<file path="config.mk">
export PLATFORM = sky130hd
export DESIGN_NAME = quad_altitude_hold_mixer_unit
export DESIGN_NICKNAME = d
export VERILOG_FILES = /design/src/qahm_pkg.sv /design/src/quad_altitude_hold_mixer_unit.sv /design/src/qahm_serial_mult.sv /design/src/qahm_mixer.sv
export VERILOG_INCLUDE_DIRS = /design/src /design/src/src
export SDC_FILE = /design/constraint.sdc
export NUM_CORES = 2
export LEC_CHECK = 0
export BUFFER_PORTS_ARGS = -buffer_cell sky130_fd_sc_hd__buf_2
export CAP_MARGIN = 40
export CORE_MARGIN = 2
export CORE_UTILIZATION = 50
export CTS_CLUSTER_SIZE = 24
export DETAILED_ROUTE_END_ITERATION = 10
export PLACE_DENSITY = 0.77
export SKIP_CTS_REPAIR_TIMING = 1
export SLEW_MARGIN = 20
export SYNTH_ARGS = -nofsm -noshare
export SYNTH_HDL_FRONTEND = slang
export SYNTH_SLANG_ARGS = --single-unit
</file>
<file path="constraint.sdc">
create_clock -name clk -period 6.7 [get_ports clk]
set_clock_uncertainty 0.2 [all_clocks]
set_input_delay 0.67 -clock clk [delete_from_list [all_inputs] [get_ports clk]]
set_output_delay 0.67 -clock clk [all_outputs]
set_load 0.01 [all_outputs]
</file>
<file path="src/assert_macros.svh">
// ----------------------------------------------------------------------------
// Assertion macros
// Concurrent property checks shared by the RTL; empty when built for synthesis.
// ----------------------------------------------------------------------------
`ifndef ASSERT_MACROS_SVH
`define ASSERT_MACROS_SVH
`ifndef SYNTHESIS
// Same-cycle implication, cut out while reset is high
`define ASSERT_IMPLY(label, clk, rst, ante, cons) \
  label: assert property (@(posedge clk) disable iff (rst) (ante) |-> (cons)) \
    else $error("assertion failed: same-cycle implication");
// Next-cycle implication, cut out while reset is high
`define ASSERT_NEXT(label, clk, rst, ante, cons) \
  label: assert property (@(posedge clk) disable iff (rst) (ante) |=> (cons)) \
    else $error("assertion failed: next-cycle implication");
`else
`define ASSERT_IMPLY(label, clk, rst, ante, cons)
`define ASSERT_NEXT(label, clk, rst, ante, cons)
`endif
`endif

</file>
<file path="src/qahm_pkg.sv">
// ----------------------------------------------------------------------------
// qahm_pkg
// Shared widths, codes, reset values and helpers for the altitude-hold mixer.
// ----------------------------------------------------------------------------
package qahm_pkg;

  // Field widths
  localparam int VAL_W   = 24;   // Q8.16 values, gains and base thrust
  localparam int STEP_W  = 17;   // setpoint step
  localparam int KEY_W   = 4;
  localparam int DRV_W   = 25;   // Q9.16 drives
  localparam int MAG_W   = 17;   // clamped magnitudes, up to 1.0
  localparam int ACC_W   = 28;   // exact drive sum before saturation
  localparam int NUM_DRV = 4;

  // Bit-serial multiplier operand widths
  localparam int MUL_MD_W = 34;  // multiplicand: error magnitude, its square or a gain
  localparam int MUL_MR_W = 17;  // multiplier: a clamped magnitude
  localparam int MUL_P_W  = MUL_MD_W + MUL_MR_W;

  localparam logic [MAG_W-1:0] ONE_Q16 = 17'h10000;

  // Register indexes
  localparam int CFG_IDX_W = 3;
  localparam logic [CFG_IDX_W-1:0] REG_BASE_THRUST   = 3'd0;
  localparam logic [CFG_IDX_W-1:0] REG_ALT_OFFSET    = 3'd1;
  localparam logic [CFG_IDX_W-1:0] REG_VERTICAL_GAIN = 3'd2;
  localparam logic [CFG_IDX_W-1:0] REG_ROLL_GAIN     = 3'd3;
  localparam logic [CFG_IDX_W-1:0] REG_PITCH_GAIN    = 3'd4;
  localparam logic [CFG_IDX_W-1:0] REG_YAW_GAIN      = 3'd5;
  localparam logic [CFG_IDX_W-1:0] REG_SETPOINT_STEP = 3'd6;

  // Register reset values
  localparam logic [VAL_W-1:0]  RST_BASE_THRUST   = 24'd4489216;
  localparam logic [VAL_W-1:0]  RST_ALT_OFFSET    = 24'd39322;
  localparam logic [VAL_W-1:0]  RST_VERTICAL_GAIN = 24'd196608;
  localparam logic [VAL_W-1:0]  RST_ROLL_GAIN     = 24'd3276800;
  localparam logic [VAL_W-1:0]  RST_PITCH_GAIN    = 24'd1966080;
  localparam logic [VAL_W-1:0]  RST_YAW_GAIN      = 24'd655360;
  localparam logic [STEP_W-1:0] RST_SETPOINT_STEP = 17'd3277;
  localparam logic [VAL_W-1:0]  RST_ALT_TARGET    = 24'd65536;

  // Key codes
  localparam logic [KEY_W-1:0] KEY_PITCH_UP   = 4'd0;
  localparam logic [KEY_W-1:0] KEY_PITCH_DOWN = 4'd1;
  localparam logic [KEY_W-1:0] KEY_ROLL_UP    = 4'd2;
  localparam logic [KEY_W-1:0] KEY_ROLL_DOWN  = 4'd3;
  localparam logic [KEY_W-1:0] KEY_YAW_UP     = 4'd4;
  localparam logic [KEY_W-1:0] KEY_YAW_DOWN   = 4'd5;
  localparam logic [KEY_W-1:0] KEY_ALT_UP     = 4'd6;
  localparam logic [KEY_W-1:0] KEY_ALT_DOWN   = 4'd7;

  // Per-drive negate masks, bit 0 front left .. bit 3 rear right
  localparam logic [NUM_DRV-1:0] NEG_VERT  = 4'b0110;
  localparam logic [NUM_DRV-1:0] NEG_ROLL  = 4'b0011;
  localparam logic [NUM_DRV-1:0] NEG_PITCH = 4'b1010;
  localparam logic [NUM_DRV-1:0] NEG_YAW   = 4'b1111;

  // Mixer control
  typedef struct packed {
    logic               init;      // load accumulators with +/- base thrust
    logic               add;       // add the term into each accumulator
    logic [NUM_DRV-1:0] neg_mask;  // per-drive subtract
  } mix_ctrl_t;

  // Magnitude of a setpoint clamped to +/- 1.0
  function automatic logic [MAG_W-1:0] clamp_mag(input logic signed [VAL_W-1:0] sp);
    logic [VAL_W-1:0] mag;
    mag = sp[VAL_W-1] ? VAL_W'(-sp) : VAL_W'(sp);
    return (mag > VAL_W'(ONE_Q16)) ? ONE_Q16 : mag[MAG_W-1:0];
  endfunction

  // Step a setpoint up or down, saturating at the Q8.16 range
  function automatic logic signed [VAL_W-1:0] nudge(input logic signed [VAL_W-1:0] sp,
                                                    input logic [STEP_W-1:0] step,
                                                    input logic up);
    logic signed [VAL_W+1:0] dlt;
    logic signed [VAL_W+1:0] sum;
    dlt = $signed({{(VAL_W+2-STEP_W){1'b0}}, step});
    sum = $signed({{2{sp[VAL_W-1]}}, sp}) + (up ? dlt : -dlt);
    if (sum > 26'sd8388607) begin
      return 24'sh7FFFFF;
    end else if (sum < -26'sd8388608) begin
      return 24'sh800000;
    end
    return sum[VAL_W-1:0];
  endfunction

  // Saturate an exact drive sum to Q9.16
  function automatic logic [DRV_W-1:0] sat_drive(input logic signed [ACC_W-1:0] acc);
    if (acc > 28'sd16777215) begin
      return 25'h0FFFFFF;
    end else if (acc < -28'sd16777216) begin
      return 25'h1000000;
    end
    return acc[DRV_W-1:0];
  endfunction

endpackage

</file>
<file path="src/quad_altitude_hold_mixer_unit.sv">
// ----------------------------------------------------------------------------
// quad_altitude_hold_mixer_unit
// Altitude-hold and manual-attitude motor mixer for an X quadcopter.
// ----------------------------------------------------------------------------
// A key beat (tuser low) nudges one setpoint and is done in its accept cycle,
// giving no result. A tick beat (tuser high) gives one result beat with four
// drives: the error cube, the vertical term and the roll, pitch and yaw terms
// are six passes through one bit-serial multiplier, each with its setup and
// all but the square with rounding, then the hand-off to the output register.
// The result register lets the next item be taken while a result still waits.
// Configuration writes are taken at any time but belong to idle periods.
`include "assert_macros.svh"

module quad_altitude_hold_mixer_unit import qahm_pkg::*; (
  input  logic                 clk,
  input  logic                 rst,
  // Input beats
  input  logic                 s_axis_tvalid,
  output logic                 s_axis_tready,
  input  logic [31:0]          s_axis_tdata,  // [3:0] key_code, [27:4] altitude
  input  logic [0:0]           s_axis_tuser,  // [0] action
  // Result beats
  output logic                 m_axis_tvalid,
  input  logic                 m_axis_tready,
  // [24:0] drive_front_left, [49:25] drive_front_right,
  // [74:50] drive_rear_left, [99:75] drive_rear_right
  output logic [103:0]         m_axis_tdata,
  // Configuration writes
  input  logic                 cfg_we,
  input  logic [CFG_IDX_W-1:0] cfg_index,
  input  logic [VAL_W-1:0]     cfg_data
);

  typedef enum logic [4:0] {
    ST_IDLE  = 5'b00001,
    ST_START = 5'b00010,
    ST_RUN   = 5'b00100,
    ST_NEXT  = 5'b01000,
    ST_FLUSH = 5'b10000
  } state_t;

  typedef enum logic [2:0] {
    STEP_SQUARE = 3'd0,
    STEP_CUBE   = 3'd1,
    STEP_VERT   = 3'd2,
    STEP_ROLL   = 3'd3,
    STEP_PITCH  = 3'd4,
    STEP_YAW    = 3'd5
  } step_t;

  // Configuration
  logic [VAL_W-1:0]  base_thrust;
  logic [VAL_W-1:0]  altitude_offset;
  logic [VAL_W-1:0]  vertical_gain;
  logic [VAL_W-1:0]  roll_gain;
  logic [VAL_W-1:0]  pitch_gain;
  logic [VAL_W-1:0]  yaw_gain;
  logic [STEP_W-1:0] setpoint_step;

  // Setpoints
  logic signed [VAL_W-1:0] altitude_target;
  logic signed [VAL_W-1:0] roll_setpoint;
  logic signed [VAL_W-1:0] pitch_setpoint;
  logic signed [VAL_W-1:0] yaw_setpoint;

  // Sequencer
  state_t            state;
  step_t             step;
  logic [MAG_W-1:0]  e_mag;
  logic              e_neg;
  logic [MUL_MD_W-1:0] sq;
  logic [MAG_W-1:0]  cube_mag;

  // Input fields
  logic                    action;
  logic [KEY_W-1:0]        key_code;
  logic signed [VAL_W-1:0] altitude;
  logic                    in_accept;
  logic                    tick_accept;
  logic                    key_accept;

  // Error and datapath
  logic signed [VAL_W+1:0] err_sum;
  logic [VAL_W+1:0]        err_abs;
  logic [MAG_W-1:0]        err_mag;
  logic                    mul_start;
  logic                    mul_done;
  logic [MUL_MD_W-1:0]     mul_md;
  logic [MUL_MR_W-1:0]     mul_mr;
  logic [MUL_P_W-1:0]      mul_prod;
  logic [MUL_P_W-1:0]      rnd32;
  logic [MUL_P_W-1:0]      rnd16;
  logic [NUM_DRV-1:0]      coef;
  logic                    term_neg;
  mix_ctrl_t               mix_ctrl;
  logic [NUM_DRV-1:0][DRV_W-1:0] drive;

  // Output register
  logic         out_valid;
  logic [103:0] out_data;
  logic         out_load;

  assign action   = s_axis_tuser[0];
  assign key_code = s_axis_tdata[3:0];
  assign altitude = $signed(s_axis_tdata[27:4]);

  assign s_axis_tready = (state == ST_IDLE);
  assign in_accept     = s_axis_tvalid && s_axis_tready;
  assign tick_accept   = in_accept && action;
  assign key_accept    = in_accept && !action;

  // Configuration writes; unknown indexes are dropped
  always_ff @(posedge clk) begin
    if (rst) begin
      base_thrust     <= RST_BASE_THRUST;
      altitude_offset <= RST_ALT_OFFSET;
      vertical_gain   <= RST_VERTICAL_GAIN;
      roll_gain       <= RST_ROLL_GAIN;
      pitch_gain      <= RST_PITCH_GAIN;
      yaw_gain        <= RST_YAW_GAIN;
      setpoint_step   <= RST_SETPOINT_STEP;
    end else if (cfg_we) begin
      case (cfg_index)
        REG_BASE_THRUST:   base_thrust     <= cfg_data;
        REG_ALT_OFFSET:    altitude_offset <= cfg_data;
        REG_VERTICAL_GAIN: vertical_gain   <= cfg_data;
        REG_ROLL_GAIN:     roll_gain       <= cfg_data;
        REG_PITCH_GAIN:    pitch_gain      <= cfg_data;
        REG_YAW_GAIN:      yaw_gain        <= cfg_data;
        REG_SETPOINT_STEP: setpoint_step   <= cfg_data[STEP_W-1:0];
        default:           ;
      endcase
    end
  end

  // Key beats: nudge one setpoint, saturating
  always_ff @(posedge clk) begin
    if (rst) begin
      altitude_target <= RST_ALT_TARGET;
      roll_setpoint   <= '0;
      pitch_setpoint  <= '0;
      yaw_setpoint    <= '0;
    end else if (key_accept) begin
      case (key_code)
        KEY_PITCH_UP:   pitch_setpoint  <= nudge(pitch_setpoint, setpoint_step, 1'b1);
        KEY_PITCH_DOWN: pitch_setpoint  <= nudge(pitch_setpoint, setpoint_step, 1'b0);
        KEY_ROLL_UP:    roll_setpoint   <= nudge(roll_setpoint, setpoint_step, 1'b1);
        KEY_ROLL_DOWN:  roll_setpoint   <= nudge(roll_setpoint, setpoint_step, 1'b0);
        KEY_YAW_UP:     yaw_setpoint    <= nudge(yaw_setpoint, setpoint_step, 1'b1);
        KEY_YAW_DOWN:   yaw_setpoint    <= nudge(yaw_setpoint, setpoint_step, 1'b0);
        KEY_ALT_UP:     altitude_target <= nudge(altitude_target, setpoint_step, 1'b1);
        KEY_ALT_DOWN:   altitude_target <= nudge(altitude_target, setpoint_step, 1'b0);
        default:        ;
      endcase
    end
  end

  // Altitude error, clamped to +/- 1.0, as sign and magnitude
  assign err_sum = $signed({{2{altitude_target[VAL_W-1]}}, altitude_target})
                 - $signed({{2{altitude[VAL_W-1]}}, altitude})
                 + $signed({{2{altitude_offset[VAL_W-1]}}, altitude_offset});
  assign err_abs = err_sum[VAL_W+1] ? (VAL_W+2)'(-err_sum) : (VAL_W+2)'(err_sum);
  assign err_mag = (err_abs > (VAL_W+2)'(ONE_Q16)) ? ONE_Q16 : err_abs[MAG_W-1:0];

  // Operands, term sign and mix pattern for each pass
  always_comb begin
    mul_md   = '0;
    mul_mr   = '0;
    coef     = NEG_VERT;
    term_neg = 1'b0;
    case (step)
      STEP_SQUARE: begin
        mul_md = MUL_MD_W'(e_mag);
        mul_mr = e_mag;
      end
      STEP_CUBE: begin
        mul_md = sq;
        mul_mr = e_mag;
      end
      STEP_VERT: begin
        mul_md   = MUL_MD_W'(vertical_gain);
        mul_mr   = cube_mag;
        term_neg = e_neg;
      end
      STEP_ROLL: begin
        mul_md   = MUL_MD_W'(roll_gain);
        mul_mr   = clamp_mag(roll_setpoint);
        coef     = NEG_ROLL;
        term_neg = roll_setpoint[VAL_W-1];
      end
      STEP_PITCH: begin
        mul_md   = MUL_MD_W'(pitch_gain);
        mul_mr   = clamp_mag(pitch_setpoint);
        coef     = NEG_PITCH;
        term_neg = pitch_setpoint[VAL_W-1];
      end
      STEP_YAW: begin
        mul_md   = MUL_MD_W'(yaw_gain);
        mul_mr   = clamp_mag(yaw_setpoint);
        coef     = NEG_YAW;
        term_neg = yaw_setpoint[VAL_W-1];
      end
      default: ;
    endcase
  end

  assign mul_start = (state == ST_START);

  qahm_serial_mult #(
    .MD_W (MUL_MD_W),
    .MR_W (MUL_MR_W)
  ) u_mult (
    .clk   (clk),
    .rst   (rst),
    .start (mul_start),
    .md_in (mul_md),
    .mr_in (mul_mr),
    .done  (mul_done),
    .prod  (mul_prod)
  );

  // Round half away from zero on magnitudes
  assign rnd32 = mul_prod + (MUL_P_W'(1) << 31);
  assign rnd16 = mul_prod + (MUL_P_W'(1) << 15);

  assign mix_ctrl.init     = tick_accept;
  assign mix_ctrl.add      = (state == ST_NEXT) && (step != STEP_SQUARE)
                             && (step != STEP_CUBE);
  assign mix_ctrl.neg_mask = tick_accept ? NEG_VERT : (coef ^ {NUM_DRV{term_neg}});

  qahm_mixer u_mixer (
    .clk   (clk),
    .ctrl  (mix_ctrl),
    .base  (base_thrust),
    .term  (rnd16[DRV_W+15:16]),
    .drive (drive)
  );

  // Tick sequencer
  always_ff @(posedge clk) begin
    if (rst) begin
      state <= ST_IDLE;
      step  <= STEP_SQUARE;
    end else begin
      case (state)
        ST_IDLE: begin
          if (tick_accept) begin
            state <= ST_START;
            step  <= STEP_SQUARE;
          end
        end
        ST_START: state <= ST_RUN;
        ST_RUN: begin
          if (mul_done) begin
            state <= ST_NEXT;
          end
        end
        ST_NEXT: begin
          if (step == STEP_YAW) begin
            state <= ST_FLUSH;
          end else begin
            state <= ST_START;
            step  <= step_t'(step + 3'd1);
          end
        end
        ST_FLUSH: begin
          if (out_load) begin
            state <= ST_IDLE;
          end
        end
        default: state <= ST_IDLE;
      endcase
    end
  end

  // Capture error and intermediate powers
  always_ff @(posedge clk) begin
    if (tick_accept) begin
      e_mag <= err_mag;
      e_neg <= err_sum[VAL_W+1];
    end
    if (state == ST_NEXT) begin
      if (step == STEP_SQUARE) begin
        sq <= mul_prod[MUL_MD_W-1:0];
      end
      if (step == STEP_CUBE) begin
        cube_mag <= rnd32[MAG_W+31:32];
      end
    end
  end

  // Result register
  assign out_load = (state == ST_FLUSH) && (!out_valid || m_axis_tready);

  always_ff @(posedge clk) begin
    if (rst) begin
      out_valid <= 1'b0;
    end else if (out_load) begin
      out_valid <= 1'b1;
    end else if (m_axis_tready) begin
      out_valid <= 1'b0;
    end
  end

  always_ff @(posedge clk) begin
    if (out_load) begin
      out_data <= {4'b0, drive[3], drive[2], drive[1], drive[0]};
    end
  end

  assign m_axis_tvalid = out_valid;
  assign m_axis_tdata  = out_data;

  `ASSERT_IMPLY(a_ready_only_idle, clk, rst, s_axis_tready, !mul_done && !out_load)
  `ASSERT_NEXT(a_tick_starts, clk, rst, tick_accept, state == ST_START && step == STEP_SQUARE)
  `ASSERT_IMPLY(a_done_in_run, clk, rst, mul_done, state == ST_RUN)

endmodule

</file>
<file path="src/qahm_serial_mult.sv">
// ----------------------------------------------------------------------------
// qahm_serial_mult
// Bit-serial shift-add multiplier: one multiplier bit per cycle, LSB first.
// ----------------------------------------------------------------------------
`include "assert_macros.svh"

module qahm_serial_mult import qahm_pkg::*; #(
  parameter int MD_W = MUL_MD_W,
  parameter int MR_W = MUL_MR_W
) (
  input  logic                 clk,
  input  logic                 rst,
  input  logic                 start,
  input  logic [MD_W-1:0]      md_in,
  input  logic [MR_W-1:0]      mr_in,
  output logic                 done,
  output logic [MD_W+MR_W-1:0] prod
);

  localparam int CNT_W = (MR_W > 1) ? $clog2(MR_W) : 1;

  logic [MD_W-1:0]  md;
  logic [MR_W-1:0]  mr;
  logic [MD_W-1:0]  hi;
  logic [MR_W-1:0]  lo;
  logic [CNT_W-1:0] cnt;
  logic             busy;
  logic [MD_W:0]    sum;

  // Add the multiplicand when the current multiplier bit is set
  assign sum = {1'b0, hi} + (mr[0] ? {1'b0, md} : {(MD_W+1){1'b0}});

  // Sequence control
  always_ff @(posedge clk) begin
    if (rst) begin
      busy <= 1'b0;
      done <= 1'b0;
      cnt  <= '0;
    end else begin
      done <= 1'b0;
      if (start) begin
        busy <= 1'b1;
        cnt  <= '0;
      end else if (busy) begin
        if (cnt == CNT_W'(MR_W - 1)) begin
          busy <= 1'b0;
          done <= 1'b1;
        end
        cnt <= cnt + 1'b1;
      end
    end
  end

  // Shift the partial product right, one retired bit per cycle
  always_ff @(posedge clk) begin
    if (start) begin
      md <= md_in;
      mr <= mr_in;
      hi <= '0;
      lo <= '0;
    end else if (busy) begin
      hi <= sum[MD_W:1];
      lo <= {sum[0], lo[MR_W-1:1]};
      mr <= mr >> 1;
    end
  end

  assign prod = {hi, lo};

  `ASSERT_NEXT(a_start_busy, clk, rst, start, busy)
  `ASSERT_IMPLY(a_done_idle, clk, rst, done, !busy)
  `ASSERT_NEXT(a_done_pulse, clk, rst, done, !done)

endmodule

</file>
<file path="src/qahm_mixer.sv">
// ----------------------------------------------------------------------------
// qahm_mixer
// Four drive accumulators: load base thrust, add signed terms, saturate.
// ----------------------------------------------------------------------------
module qahm_mixer import qahm_pkg::*; (
  input  logic                          clk,
  input  mix_ctrl_t                     ctrl,
  input  logic [VAL_W-1:0]              base,
  input  logic [DRV_W-1:0]              term,
  output logic [NUM_DRV-1:0][DRV_W-1:0] drive
);

  logic signed [ACC_W-1:0] acc [NUM_DRV];
  logic signed [ACC_W-1:0] base_s;
  logic signed [ACC_W-1:0] term_s;

  assign base_s = $signed({{(ACC_W-VAL_W){1'b0}}, base});
  assign term_s = $signed({{(ACC_W-DRV_W){1'b0}}, term});

  for (genvar i = 0; i < NUM_DRV; i++) begin : g_lane
    // Load or accumulate one drive
    always_ff @(posedge clk) begin
      if (ctrl.init) begin
        acc[i] <= ctrl.neg_mask[i] ? -base_s : base_s;
      end else if (ctrl.add) begin
        acc[i] <= acc[i] + (ctrl.neg_mask[i] ? -term_s : term_s);
      end
    end

    assign drive[i] = sat_drive(acc[i]);
  end

endmodule

</file>
==> reports/results.txt <==
Clock Root Buffer -> clkbuf_16
Number of antenna violations at the first check in global routing -> 4
H-tree level count -> 3
Yosys warning total -> 0
Final Net Count -> 6595
Count of max-cap constraint violations -> 0
Cell family with most CP delay -> compound AO/OA/AOI/OAI gates
Filler cell count in the final layout -> 9011
Crit start category -> register
Type of the most critical hold path -> input port to register
Flip-flop and latch count after synthesis -> 656
Clock buffer depth -> 3
Cell area after synthesis -> 50500 sq um
WP buf/inv -> 2
Pwr dens -> 270 nW/um^2
Signed area change from the synthesized netlist to the final layout -> 10.1%
Startpoint of the lowest-slack register-to-register path -> step[2]$_SDFFE_PP0P_
Final count of pins violating max slew -> 0
Port Buf Inserts -> 162
Global routing usage summed across all routing layers -> 0.309
Critical Path Max Stage Delay -> 650 ps
Fraction of the cycle the final worst path needs -> 0.937
Endpoints failing setup -> 0
Combined area of the multi-input logic cells -> 32200 sq um
Async set-or-reset flop fraction in the synthesized netlist -> 0
Area of the core -> 100000 sq um
Peak fanout along the critical path -> 11
Leakage component of the power -> 0.0228 uW
Ranking of synthesized cells by instance count -> 861 x nand2_1, 581 x a21oi_1, 485 x nor2_1, 357 x xnor2_1, 348 x ha_1
Type of the setup path with the least slack -> register to register
Type of element capturing the critical path -> register
Via Count -> 46800
Normalized max-slew margin -> 0.302
Initial Util -> 0.505
Clock tree from TritonCTS -> done
Detailed Place HPWL -> 124000 um
Antenna-violating nets left -> 0
Final Hold Viols -> 0
Pin count of the biggest net entering global routing -> 86
Setup repair after global routing missed its margin -> no
Library cell occupying the most area in the post-synthesis netlist -> edfxtp_1
Cells after Synth -> 6059
Via density per instance -> 6.24
FP Rows -> 116
Transition at the pin with the smallest max-transition slack -> 1040 ps
Synth unique cells -> 98
Number of design rule violations left after detail routing -> 0
Setup total negative slack -> 0 ps
Total Power -> 15000 uW
Number of top-level pins -> 171
Run status -> finished clean
Number of enable-type register cells in the synthesized netlist -> 332
Layout cell share with drive strength beyond 1 -> 0.0875
Most common cell in the netlist -> nand2_1
GRT overflow -> 0
Cell type with the highest occurrence count on the critical path -> o21ai_0
Initial drt markers -> 5465
Required time of the critical path -> 6900 ps
Predominant post-synthesis flop cell -> edfxtp_1
Min cycle time layout -> 6280 ps
DRT Wirelength -> 164000 um
Hold path startpoint -> cfg_data[0]
Number of optimization iterations in the first detailed-route pass -> 8
Die W -> 322 um
Critical-path cell list -> clkinv_1 -> ha_1 -> a221oi_1 -> buf_4 -> or2_2 -> o21ai_0 -> ha_1 -> a211oi_1 -> o21bai_1 -> o311a_1 -> a41o_1 -> o41ai_1 -> o21ai_0 -> o311ai_0 -> a21oi_1 -> nor2_1 -> xor2_1 -> o21ai_0
Num Clock Sinks -> 656
Peak Freq -> 159 MHz
Die Span Y -> 322 um
Clock transition at the registers of the reported paths -> 60 ps
Peak ir drop on the vdd network -> 227 uV
Via count of the first global-routing pass -> 43500
Most area-consuming cells after synthesis -> edfxtp_1 20%, dfxtp_1 13%, ha_1 8.6%
Area taken by flip-flops and latches -> 16500 sq um
Worst-skew pair later-pin latency -> 680 ps
Per-instance average area after synthesis -> 8.34 sq um
Critical path data arrival time -> 6480 ps
First-pass GRT wire length -> 250000 um
Per-cell routed wire length -> 21.9 um
Yosys top cell area share -> 0.197
Critical Path Start -> step[2]$_SDFFE_PP0P_
GP Congestion -> 1.04
Proportion of synthesized chip area in sequential cells -> 0.326
Area enclosed by the die boundary -> 104000 sq um
Cell at the slowest stage of the critical path -> o311ai_0
Total clock buffers created by CTS -> 75
cells in the final DEF, fill, tap and decap left out, drive strengths merged, types with 31 or more instances in the layout:
master	instances
nor2b	42
nor4	35
a222oi	34
o21a	54
nand3	110
nor3	130
o21bai	43
nor2	485
nand4	43
nand2	861
ha	348
a21o	234
and3	55
and2	75
a31oi	55
or3	54
mux2	31
xor2	238
o211ai	32
nand2b	72
o21ai	332
clkbuf	109
a21oi	581
o31ai	50
buf	299
or2	34
a211oi	56
nand3b	34
fa	37
mux2i	53
edfxtp	332
xnor2	357
dfxtp	324
inv	206
worst min-delay path, delay by kind of cell:
family,cells,cell delay (ps)
AND/OR/NAND/NOR,1,80
buffers and inverters,1,180
AO/OA/AOI/OAI,1,50
final cells by class:
| class | instances | share of cell area |
|---|---|---|
| clock buffer | 105 | 0.0387 |
| sequential | 656 | 0.296 |
| timing repair buffer | 304 | 0.0369 |
| antenna | 1 | 0.0000450 |
| inverter | 206 | 0.0139 |
| multi-input combinational | 4902 | 0.578 |
| clock inverter | 31 | 0.00733 |
| tap | 1298 | 0.0292 |
report_power, final:
group	internal (uW)	switching (uW)	leakage (uW)
clock	2500	1810	0.00125
combinational	2410	3550	0.0160
sequential	4440	323	0.00561
total	9350	5690	0.0228
final timing paths:
kind	endpoint	slack, ps	depth (start not counted)
hold reg to reg	sq[0]$_DFFE_PP_	250	0
hold / removal	base_thrust[0]$_SDFFE_PP0P_	160	3
setup / recovery	u_mixer.acc[1][25]$_DFFE_PP_	420	18
setup reg to reg	u_mixer.acc[1][25]$_DFFE_PP_	420	18
per-layer routing:
| metal | up-vias | part of all wire | track usage |
|---|---|---|---|
| met2 | 2266 | 0.44 | 0.488 |
| met5 | - | 0.00026 | 0 |
| met3 | 532 | 0.091 | 0.0556 |
| li1 | 22000 | - | - |
| met1 | 22000 | 0.40 | 0.398 |
| met4 | 6 | 0.067 | 0.180 |
logic make-up (layout without fill, tap and decap cells):
group | count (synthesis) | after routing | synth area share
fa+ha+maj | 385 | 385 | 0.101
mux | 84 | 84 | 0.0174
buf+inv | 504 | 646 | 0.0400
other cells | 1 | 5 | 0.0000742
flops | 656 | 656 | 0.326
simple gates | 2099 | 2099 | 0.192
compound gates | 1735 | 1735 | 0.221
xor+xnor | 595 | 595 | 0.103
registers in the layout (all words and copies together), names as in the netlist, 24 cells and up:
name / cells
yaw_gain: 24
sq: 34
m_axis_tdata: 100
altitude_offset: 24
vertical_gain: 24
u_mult.hi: 34
u_mult.md: 34
yaw_setpoint: 24
roll_gain: 24
pitch_gain: 24
base_thrust: 24
u_mixer.acc: 112
roll_setpoint: 24
pitch_setpoint: 24
altitude_target: 24
metrics by stage:
step	cell area (sq um)	setup WS, ps	instances	hold WS (ps)	utilization
global route	55600	155	7502	149	0.555
finish	55600	420	7503	163	0.555
detailed placement	52900	557	7357	232	0.529
floorplan	50500	371	6062	208	-
CTS	55500	542	7493	132	0.554
global placement	52700	719	7337	217	0.526
No activity file was read; power rests on OpenSTA's default activity.
